File: src/sv/nbhc_pkg.sv
`timescale 1ns / 1ps
// ----------------------------------------------------------------------------
// nbhc_pkg
// Types and constants shared by the named bundle header checker modules.
// ----------------------------------------------------------------------------
package nbhc_pkg;

   localparam int unsigned BYTE_W     = 8;
   localparam int unsigned NAME_LEN_W = 9;
   localparam int unsigned PAY_LEN_W  = 32;
   localparam int unsigned COUNT_W    = 33;
   localparam int unsigned CAP_W      = 9;
   localparam int unsigned REQ_DATA_W = 8;
   localparam int unsigned RSP_DATA_W = 56;
   localparam int unsigned RSP_USER_W = 2;

   // length field occupies the first four bytes
   localparam logic [COUNT_W-1:0] LEN_FIELD_BYTES = 33'd4;
   // old count at which the new count reaches the minimum bundle size
   localparam logic [COUNT_W-1:0] MIN_BUNDLE_PREV = 33'd5;
   localparam logic [COUNT_W-1:0] COUNT_MAX       = '1;

   localparam logic [BYTE_W-1:0] SEP_CHAR       = 8'h0A;
   localparam logic [BYTE_W-1:0] SLASH_CHAR     = 8'h2F;
   localparam logic [BYTE_W-1:0] BACKSLASH_CHAR = 8'h5C;
   localparam logic [BYTE_W-1:0] DOT_CHAR       = 8'h2E;
   localparam logic [BYTE_W-1:0] NUL_CHAR       = 8'h00;

   typedef enum logic [1:0] {
      ROLE_LENGTH  = 2'd0,
      ROLE_NAME    = 2'd1,
      ROLE_SEP     = 2'd2,
      ROLE_PAYLOAD = 2'd3
   } role_type;

   typedef struct packed {
      logic [BYTE_W-1:0] data_byte;
      logic              is_last;
   } item_type;

   typedef struct packed {
      logic [BYTE_W-1:0]     byte_out;
      role_type              role;
      logic                  end_of_bundle;
      logic                  bundle_ok;
      logic [NAME_LEN_W-1:0] name_length;
      logic [PAY_LEN_W-1:0]  payload_length;
   } result_type;

endpackage

File: src/sv/nbhc_parse.sv
`timescale 1ns / 1ps
// ----------------------------------------------------------------------------
// nbhc_parse
// Bundle state, byte role tagging and the end-of-bundle verdict.
// ----------------------------------------------------------------------------
module nbhc_parse
   import nbhc_pkg::*;
#(
   parameter int unsigned NAME_LIMIT = 255
)
(
   input  logic             clock,
   input  logic             reset,
   input  logic             csr_wr_en,
   input  logic [CAP_W-1:0] csr_wr_data,
   input  logic             take,
   input  item_type         item,
   output result_type       result
);

   localparam logic [NAME_LEN_W-1:0] NameMax   = NAME_LEN_W'(NAME_LIMIT + 1);
   localparam logic [NAME_LEN_W-1:0] NameLimit = NAME_LEN_W'(NAME_LIMIT);

   logic [PAY_LEN_W-1:0]  length_ff,  length_in;
   logic [COUNT_W-1:0]    count_ff,   count_in;
   logic [NAME_LEN_W-1:0] name_ff,    name_in;
   logic [PAY_LEN_W-1:0]  pay_ff,     pay_in;
   logic                  sep_ff,     sep_in;
   logic                  bad_ff,     bad_in;
   logic                  dot1_ff,    dot1_in;
   logic                  dot2_ff,    dot2_in;
   logic [CAP_W-1:0]      cap_ff;
   role_type              role;
   logic                  ok;
   logic                  len_match;

   // body+4 == new count, checked against the count before this byte
   assign len_match = ({1'b0, length_ff} + 33'd3) == count_ff;

   always_comb begin
      length_in = length_ff;
      name_in   = name_ff;
      pay_in    = pay_ff;
      sep_in    = sep_ff;
      bad_in    = bad_ff;
      dot1_in   = dot1_ff;
      dot2_in   = dot2_ff;
      role      = ROLE_PAYLOAD;

      if (count_ff < LEN_FIELD_BYTES) begin
         role = ROLE_LENGTH;
         length_in[8*count_ff[1:0] +: 8] = item.data_byte;
      end else if (!sep_ff) begin
         if (item.data_byte == SEP_CHAR) begin
            role   = ROLE_SEP;
            sep_in = 1'b1;
         end else begin
            role = ROLE_NAME;
            if (item.data_byte == SLASH_CHAR || item.data_byte == BACKSLASH_CHAR
                || item.data_byte == NUL_CHAR) begin
               bad_in = 1'b1;
            end
            if (name_ff == 9'd0 && item.data_byte == DOT_CHAR) begin
               dot1_in = 1'b1;
            end
            if (name_ff == 9'd1 && item.data_byte == DOT_CHAR) begin
               dot2_in = 1'b1;
            end
            if (name_ff < NameMax) begin
               name_in = name_ff + 9'd1;
            end
         end
      end else begin
         pay_in = pay_ff + 32'd1;
      end

      count_in = (count_ff != COUNT_MAX) ? count_ff + 33'd1 : count_ff;

      ok = item.is_last;
      if (count_ff < MIN_BUNDLE_PREV) ok = 1'b0;
      if (!len_match) ok = 1'b0;
      if (!sep_in) ok = 1'b0;
      if (name_in == 9'd0 || name_in > NameLimit) ok = 1'b0;
      if (bad_in) ok = 1'b0;
      if (dot1_in && (name_in == 9'd1 || (name_in == 9'd2 && dot2_in))) ok = 1'b0;
      if (cap_ff != 9'd0 && name_in >= cap_ff) ok = 1'b0;

      result.byte_out       = item.data_byte;
      result.role           = role;
      result.end_of_bundle  = item.is_last;
      result.bundle_ok      = ok;
      result.name_length    = name_in;
      // payload bytes counted equal body - name - 1 whenever the bundle passes
      result.payload_length = ok ? pay_in : '0;
   end

   always_ff @(posedge clock) begin
      if (reset) begin
         length_ff <= '0;
         count_ff  <= '0;
         name_ff   <= '0;
         pay_ff    <= '0;
         sep_ff    <= 1'b0;
         bad_ff    <= 1'b0;
         dot1_ff   <= 1'b0;
         dot2_ff   <= 1'b0;
      end else if (take) begin
         if (item.is_last) begin
            length_ff <= '0;
            count_ff  <= '0;
            name_ff   <= '0;
            pay_ff    <= '0;
            sep_ff    <= 1'b0;
            bad_ff    <= 1'b0;
            dot1_ff   <= 1'b0;
            dot2_ff   <= 1'b0;
         end else begin
            length_ff <= length_in;
            count_ff  <= count_in;
            name_ff   <= name_in;
            pay_ff    <= pay_in;
            sep_ff    <= sep_in;
            bad_ff    <= bad_in;
            dot1_ff   <= dot1_in;
            dot2_ff   <= dot2_in;
         end
      end
   end

   always_ff @(posedge clock) begin
      if (reset) begin
         cap_ff <= '0;
      end else if (csr_wr_en) begin
         cap_ff <= csr_wr_data;
      end
   end

   assert property (@(posedge clock) disable iff (reset)
      take && item.is_last |=> count_ff == '0 && name_ff == '0 && !sep_ff)
      else $error("bundle state not cleared after final byte");

   assert property (@(posedge clock) disable iff (reset)
      name_ff <= NameMax)
      else $error("name count above saturation limit");

   assert property (@(posedge clock) disable iff (reset)
      sep_ff |-> count_ff >= MIN_BUNDLE_PREV)
      else $error("separator seen before length field and name byte");

   assert property (@(posedge clock) disable iff (reset)
      pay_ff != '0 |-> sep_ff)
      else $error("payload counted without separator");

endmodule

File: config.mk
export PLATFORM = sky130hd
export DESIGN_NAME = nbhc_parse
export DESIGN_NICKNAME = d
export VERILOG_FILES = /design/src/sv/nbhc_pkg.sv /design/src/sv/nbhc_parse.sv
export SDC_FILE = /design/constraint.sdc
export NUM_CORES = 1
export LEC_CHECK = 0
export BUFFER_PORTS_ARGS = -buffer_cell sky130_fd_sc_hd__buf_2
export CAP_MARGIN = 20
export CORE_UTILIZATION = 30
export DETAILED_ROUTE_END_ITERATION = 8
export PLACE_DENSITY = 0.46
export SYNTH_ARGS = -nofsm -noshare
export SYNTH_HDL_FRONTEND = slang
export SYNTH_SLANG_ARGS = --single-unit
export TNS_END_PERCENT = 30
File: constraint.sdc
create_clock -name clock -period 7.2 [get_ports clock]
set_input_delay 1.8 -clock clock [delete_from_list [all_inputs] [get_ports clock]]
set_output_delay 1.8 -clock clock [all_outputs]
set_load 0.005 [all_outputs]
==> metrics.log, run 1 <==
[metrics] status: complete, no violations
[metrics] Post CTS Setup Buffer Count: 0
[metrics] Routed Wire Length: 28200 um
[metrics] Core Footprint: 29100 um2
[metrics] final cycle utilization of the critical path: 0.956
[metrics] unrepaired setup endpoints after global routing: false
[metrics] Placement Setup Slack: 0.137 ns
[metrics] number of rows created at floorplan: 62
[metrics] Max-Cap Viols: 0
[metrics] htree depth: 4
[metrics] effective utilization at floorplan: 0.309
[metrics] critical path peak fanout: 33
[metrics] cell at the root of the clock tree: sky130_fd_sc_hd__clkbuf_16
[metrics] I/O pin count: 75
[metrics] placed wire-length estimate after detailed placement: 20300 um
[metrics] pin count of the biggest net entering global routing: 48
[metrics] worst-case setup margin in the final layout: 0.319 ns
[metrics] highest clock rate: 145 MHz
[metrics] number of global-route vias before repair: 8107
[metrics] DR vias: 8601
[metrics] y dimension of the die: 175 um
[metrics] Clock Sinks: 119
[metrics] number of nets in the layout: 1236
[metrics] detail-routed via count per cell: 5.40
[metrics] antenna fix cells: 0
[metrics] number of buffers inserted during clock tree synthesis: 17
[metrics] total of buffers placed on input and output ports: 74
[metrics] cell with the most instances after synthesis: sky130_fd_sc_hd__nor2_1
[metrics] Async SR Flop Fraction: 0
[metrics] Setup violations, final: 0
[metrics] Layout Area Growth over Synthesis: 13.9%
[metrics] combined area of all synthesized cells: 8980 um2
[metrics] Yosys top cell area share: 0.265
[metrics] remaining number of nets flagged by the antenna check after routing: 0
[metrics] ratio of total power to cell area: 165 nW/um2
[metrics] worst slew pin tran: 0.844 ns
[metrics] RePlAce Congestion: 0.856
[metrics] clock latency on the worst-skew pair: 0.43 ns
[metrics] library cell contributing the largest single delay on the critical path: sky130_fd_sc_hd__a2111oi_2
[metrics] final-report max-slew violation count: 0
[metrics] die area: 30600 um2
[metrics] Critical Path Source Type: input pin
[metrics] first-pass GRT wire length: 45800 um
[metrics] fillcell total: 3146
[metrics] maximum resistive drop on vdd: 122 uV
[metrics] syn nets: 1205
[metrics] total power of the final layout: 0.00169 W
[metrics] type of destination of the critical path: output pin
[metrics] number of endpoints with negative hold slack in the final report: 0
[metrics] post-route setup TNS: 0 ns
[metrics] Iteration-0 DRC Markers: 727
[metrics] Final Skew: 0.0133 ns
[metrics] main flop type after synthesis: sky130_fd_sc_hd__dfxtp_1
[metrics] TritonCTS clock tree: done
[metrics] Worst slew margin: 0.423
[metrics] TritonRoute pass-1 iters: 7
[metrics] Yosys warnings: 0
[metrics] top post-synthesis cells by count: 134 x sky130_fd_sc_hd__nor2_1, 119 x sky130_fd_sc_hd__dfxtp_1, 119 x sky130_fd_sc_hd__nand2_1, 83 x sky130_fd_sc_hd__a21oi_1, 63 x sky130_fd_sc_hd__xor2_1
[metrics] Synth area leader: sky130_fd_sc_hd__dfxtp_1
[metrics] GRT Resource Usage Total: 0.189
[metrics] clock-pin slew of the registers on the worst-case setup and hold paths: 0.06 ns
[metrics] list of cells traversed by the critical path: buf_2 -> or3_4 -> o311ai_4 -> nor2_1 -> xnor2_1 -> inv_1 -> ha_1 -> nand2b_1 -> a21oi_1 -> a21oi_1 -> a2111oi_2 -> nor4_4 -> buf_12 -> nor4_2 -> buf_2
[metrics] count of distinct cell types in the synthesized netlist: 86
[metrics] post-route non-filler standard cell count: 1593
[metrics] Hold WC Path Type: reg -> reg
[metrics] proportion of layout cells with a drive suffix above 1: 0.177
[metrics] number of buffers on the longest clock path: 2
[metrics] Seq/Total Area, Yosys: 0.265
[metrics] number of cells produced by synthesis: 1166
[metrics] initial antenna violation count: 0
[metrics] longest individual stage delay on the worst path: 0.50 ns
[metrics] final critical path time including I/O delays and setup: 6.88 ns
[metrics] Leakage: 3.71 nW
[metrics] per-instance average area after synthesis: 7.70 um2
[metrics] Worst Path Required: 5.40 ns
[metrics] Die X-Extent: 175 um
[metrics] largest cells by area after synthesis: sky130_fd_sc_hd__dfxtp_1 27%, sky130_fd_sc_hd__xor2_1 6.1%, sky130_fd_sc_hd__nor2_1 5.6%
[metrics] remaining global-route overflow: 0
[metrics] number of enable flip-flop cells after synthesis: 0
[metrics] arrival time reported for the critical path endpoint: 5.08 ns
[metrics] post-placement cell count: 1559
[metrics] type of the worst setup path: in -> out
[metrics] drc violations: 0
[metrics] number of register bits inferred by synthesis: 119
[metrics] wire per inst: 17.7 um
## final cells by class
cell class              count  area, um2  share of cell area
clock inverters            14        184              0.0180
clock buffers              17        425              0.0416
well taps                 384        480              0.0470
multi-input cells         920       5990               0.586
repair buffers            107        646              0.0631
inverters                  32        120              0.0117
flip-flops and latches    119       2380               0.233
## what timing repair did
action | 4_1_cts | 5_1_grt
gates resized for setup | 0 | 2
hold buffers | 0 | 0
endpoints found under the setup margin | 0 | 33
## stage by stage
| stage | cell area [um2] | utilization | hold slack [ns] |
|---|---|---|---|
| 6_report | 10200 | 0.352 | 0.465 |
| 5_1_grt | 10200 | 0.352 | 0.501 |
| 3_3_place_gp | 9580 | 0.329 | 0.455 |
| 2_1_floorplan | 8980 | - | 0.428 |
| 4_1_cts | 10200 | 0.350 | 0.473 |
| 3_5_place_dp | 9580 | 0.329 | 0.459 |
## placed cells by master, fill, tap and decap left out, drive strengths merged, types with 17 or more instances in the layout
| master | netlist | routed |
|---|---|---|
| a21oi | 84 | 84 |
| and3 | 22 | 22 |
| buf | 40 | 105 |
| clkbuf | 55 | 19 |
| dfxtp | 119 | 119 |
| ha | 17 | 17 |
| inv | 31 | 31 |
| nand2 | 120 | 120 |
| nand3 | 58 | 58 |
| nand4 | 65 | 65 |
| nor2 | 135 | 135 |
| nor3 | 29 | 29 |
| nor4 | 75 | 75 |
| o21ai | 53 | 53 |
| xnor2 | 33 | 33 |
| xor2 | 63 | 63 |
## path summary, 6_finish.rpt
kind	startpoint	endpoint	slack [ns]	cells past startpoint
worst max register to register	count_ff[15]	count_ff[29]	4.02	13
worst min-delay path	pay_ff[29]	pay_ff[29]	0.47	2
worst min register to register	pay_ff[29]	pay_ff[29]	0.47	2
worst max-delay path	item[1]	result[21]	0.32	15
## cells by family after synthesis
kind of cell | synth area share
muxes | 0.0146
adders and majority gates | 0.0237
AOI/OAI and AO/OA | 0.157
xor gates and xnor gates | 0.0936
and+or+nand+nor | 0.375
DFF | 0.265
buffers and inverters | 0.0708
## sequential cells by signal, indices dropped and copies added, names as in the netlist
| register | count |
|---|---|
| name_ff | 9 |
| cap_ff | 9 |
| dot1_ff | 1 |
| sep_ff | 1 |
| pay_ff | 32 |
| length_ff | 32 |
| bad_ff | 1 |
| count_ff | 33 |
| dot2_ff | 1 |
## metal layers
metal | global-route usage | vias to the layer above | wire length (um)
met5 | 0 | - | 0
met4 | 0.0514 | 0 | 369
met2 | 0.291 | 175 | 12400
li1 | - | 4276 | -
met1 | 0.274 | 4127 | 14500
met3 | 0.0242 | 23 | 942
## worst max-delay path, delay by kind of cell
kind,cells,cell delay (ns)
compound gates,4,1.22
xor+xnor,1,0.21
simple gates,5,1.03
buf+inv,4,0.53
fa+ha+maj,1,0.26
## power by group
group | internal, W | switching [W]
registers | 0.000664 | 0.00000727
logic | 0.0000387 | 0.0000818
clock network | 0.000574 | 0.000321
No activity file was read; power rests on OpenSTA's default activity.
==> run 2, diff against run 1 <==
--- a/config.mk
+++ b/config.mk
@@ -9,6 +9,7 @@
 export CAP_MARGIN = 20
 export CORE_UTILIZATION = 30
 export DETAILED_ROUTE_END_ITERATION = 8
+export GPL_TIMING_DRIVEN = 0
 export PLACE_DENSITY = 0.46
 export SYNTH_ARGS = -nofsm -noshare
 export SYNTH_HDL_FRONTEND = slang
==> metrics.log, run 2 (synthesis results as in run 1) <==
[metrics] worst hold path stage count: 2
[metrics] Power Internal: 0.00121 W
[metrics] final critical path time including I/O delays and setup: 7.11 ns
[metrics] wire per inst: 17.8 um
[metrics] first-pass GRT wire length: 46500 um
[metrics] share of power burned in combinational logic: 0.089
[metrics] Core Footprint: 29100 um2
[metrics] type of destination of the critical path: output pin
[metrics] first element of the critical path: item[3]
[metrics] detail-routed via count per cell: 5.35
[metrics] Final Skew: 0.0158 ns
[metrics] arrival time reported for the critical path endpoint: 5.31 ns
[metrics] Critical Path Source Type: input pin
[metrics] total of buffers placed on input and output ports: 70
[metrics] I/O pin count: 75
[metrics] Worst slew margin: 0.271
[metrics] most frequent cells in the layout: 133 x sky130_fd_sc_hd__nor2_1, 119 x sky130_fd_sc_hd__nand2_1, 119 x sky130_fd_sc_hd__dfxtp_1, 81 x sky130_fd_sc_hd__buf_2, 80 x sky130_fd_sc_hd__a21oi_1
[metrics] switching share of total power: 0.265
[metrics] launch point of the worst reg-to-reg path: count_ff[8]
[metrics] share of total power in sequential cells: 0.408
[metrics] RePlAce Congestion: 0.817
[metrics] Iteration-0 DRC Markers: 672
[metrics] final cycle utilization of the critical path: 0.988
[metrics] share of power burned in the clock network: 0.503
[metrics] DR vias: 8954
[metrics] Worst Path Required: 5.40 ns
[metrics] htree depth: 4
[metrics] Reg area: 2380 um2
[metrics] number of nets in the layout: 1315
[metrics] sw power: 0.000434 W
[metrics] Routed Wire Length: 29800 um
[metrics] effective utilization at floorplan: 0.309
[metrics] fillcell total: 3073
[metrics] number of rows created at floorplan: 62
[metrics] Register-to-Register Setup Slack: 3.67 ns
[metrics] initial antenna violation count: 0
[metrics] design area: 10700 um2
[metrics] post-route setup TNS: 0 ns
[metrics] placed inst area: 9830 um2
[metrics] commonest non-fill, non-tap cell in the layout: sky130_fd_sc_hd__nor2_1
[metrics] status: complete, no violations
[metrics] proportion of layout cells with a drive suffix above 1: 0.189
[metrics] Worst Hold Endpoint: bad_ff
[metrics] ratio of total power to cell area: 153 nW/um2
[metrics] cell count of the worst reg-to-reg path: 12
[metrics] GRT Resource Usage Total: 0.194
[metrics] highest clock rate: 141 MHz
[metrics] Die X-Extent: 175 um
[metrics] post-placement cell count: 1622
[metrics] Setup violations, final: 0
[metrics] cell at the root of the clock tree: sky130_fd_sc_hd__clkbuf_16
[metrics] worst hold slack after final layout: 0.475 ns
[metrics] Max-Cap Viols: 0
[metrics] clock latency on the worst-skew pair: 0.43 ns
[metrics] Layout Area Growth over Synthesis: 19.2%
[metrics] multi-input combinational cell area: 6130 um2
[metrics] remaining number of nets flagged by the antenna check after routing: 0
[metrics] top register by number of flip-flops: count_ff
[metrics] antenna fix cells: 0
[metrics] TritonRoute pass-1 iters: 5
[metrics] drc violations: 0
[metrics] Largest register FFs: 33
[metrics] number of endpoints with negative hold slack in the final report: 0
[metrics] number of buffers inserted during clock tree synthesis: 17
[metrics] maximum resistive drop on vdd: 133 uV
[metrics] number of buffers on the longest clock path: 2
[metrics] pin count of the biggest net entering global routing: 17
[metrics] critical path peak fanout: 10
[metrics] Hold WC Path Type: reg -> reg
[metrics] placed wire-length estimate after detailed placement: 22200 um
[metrics] Clock Sinks: 119
[metrics] Hold Startpoint: bad_ff
[metrics] Leakage: 3.93 nW
[metrics] final-report max-slew violation count: 0
[metrics] type of the worst setup path: in -> out
[metrics] post-route non-filler standard cell count: 1673
[metrics] worst slew pin tran: 1.08 ns
[metrics] TritonCTS clock tree: done
[metrics] y dimension of the die: 175 um
[metrics] largest registers: count_ff (33), length_ff (32), pay_ff (32)
[metrics] number of global-route vias before repair: 8438
[metrics] die area: 30600 um2
[metrics] clock-pin slew of the registers on the worst-case setup and hold paths: 0.06 ns
[metrics] remaining global-route overflow: 0
[metrics] Crit Reg-Reg Endpoint: count_ff[30]
[metrics] post-cts hold buffer count: 0
run 2: cell types whose count changed in the layout (fill, tap and decap cells not counted), sizes merged:
cell / before / now
clkinvlp: 1 / 2
buf: 105 / 129
clkdlybuf4s18: 0 / 1
bufinv: 4 / 1
clkinv: 10 / 6
clkbuf: 19 / 80
run 2: worst max-delay path by stage:
stage,to,slack (ns),cells after the start
final,result[6],0.09,17
after global routing,result[11],-0.04,17
after CTS,result[41],0.02,16
after detailed placement,result[41],-0.44,16
after global placement,result[41],-0.45,16
after floorplan,result[41],0.26,15
run 2: worst max-delay path, cell delays in order:
cell	delay, ns
sky130_fd_sc_hd__buf_4	0.16
sky130_fd_sc_hd__or3_4	0.44
sky130_fd_sc_hd__o311ai_4	0.35
sky130_fd_sc_hd__buf_4	0.19
sky130_fd_sc_hd__nor2_2	0.06
sky130_fd_sc_hd__xnor2_2	0.24
sky130_fd_sc_hd__inv_1	0.07
sky130_fd_sc_hd__ha_1	0.28
sky130_fd_sc_hd__nand2b_4	0.12
sky130_fd_sc_hd__a21oi_4	0.07
sky130_fd_sc_hd__o311ai_4	0.30
sky130_fd_sc_hd__a211oi_2	0.09
sky130_fd_sc_hd__nor4_4	0.59
sky130_fd_sc_hd__buf_12	0.18
sky130_fd_sc_hd__buf_6	0.17
sky130_fd_sc_hd__nor4_2	0.06
sky130_fd_sc_hd__buf_2	0.13
run 2: through the flow:
step                      worst slack [ns]  power [W]   util
after CTS                           0.0170    0.00164  0.362
after detailed placement            -0.437   0.000815  0.338
after global placement              -0.447   0.000814  0.337
after global routing               -0.0368    0.00169  0.368
after floorplan                      0.259   0.000768      -
final                               0.0877    0.00164  0.368
run 2: cell type report:
cell class,instances,area share
sequential,119,0.222
tap,384,0.0449
clock buffer,24,0.0441
multi-input combinational,920,0.573
timing repair buffer,91,0.0498
clock inverter,8,0.00689
inverter,32,0.0112
buffer,95,0.0481
run 2: routing by layer:
layer | global-route usage | routed length, um | vias up | share of wire
met4 | 0.0543 | 420 | 0 | 0.014
met3 | 0.0276 | 1230 | 28 | 0.041
li1 | - | - | 4442 | -
met5 | 0 | 0 | - | 0
met1 | 0.272 | 14900 | 4270 | 0.50
met2 | 0.307 | 13300 | 214 | 0.45
run 2: timing repair:
action / in CTS / in global routing
endpoints found under the setup margin: 33 / 33
gates resized for setup: 11 / 22
setup buffers: 12 / 7
pin swaps: 7 / 18
run 2: power by group through the flow:
stage / clock network, W / logic, W / registers, W
after floorplan: 0 / 0.0000859 / 0.000682
after detailed placement: 0 / 0.000132 / 0.000683
after CTS: 0.000836 / 0.000140 / 0.000669
after global placement: 0 / 0.000131 / 0.000683
final: 0.000824 / 0.000146 / 0.000669
after global routing: 0.000863 / 0.000158 / 0.000670
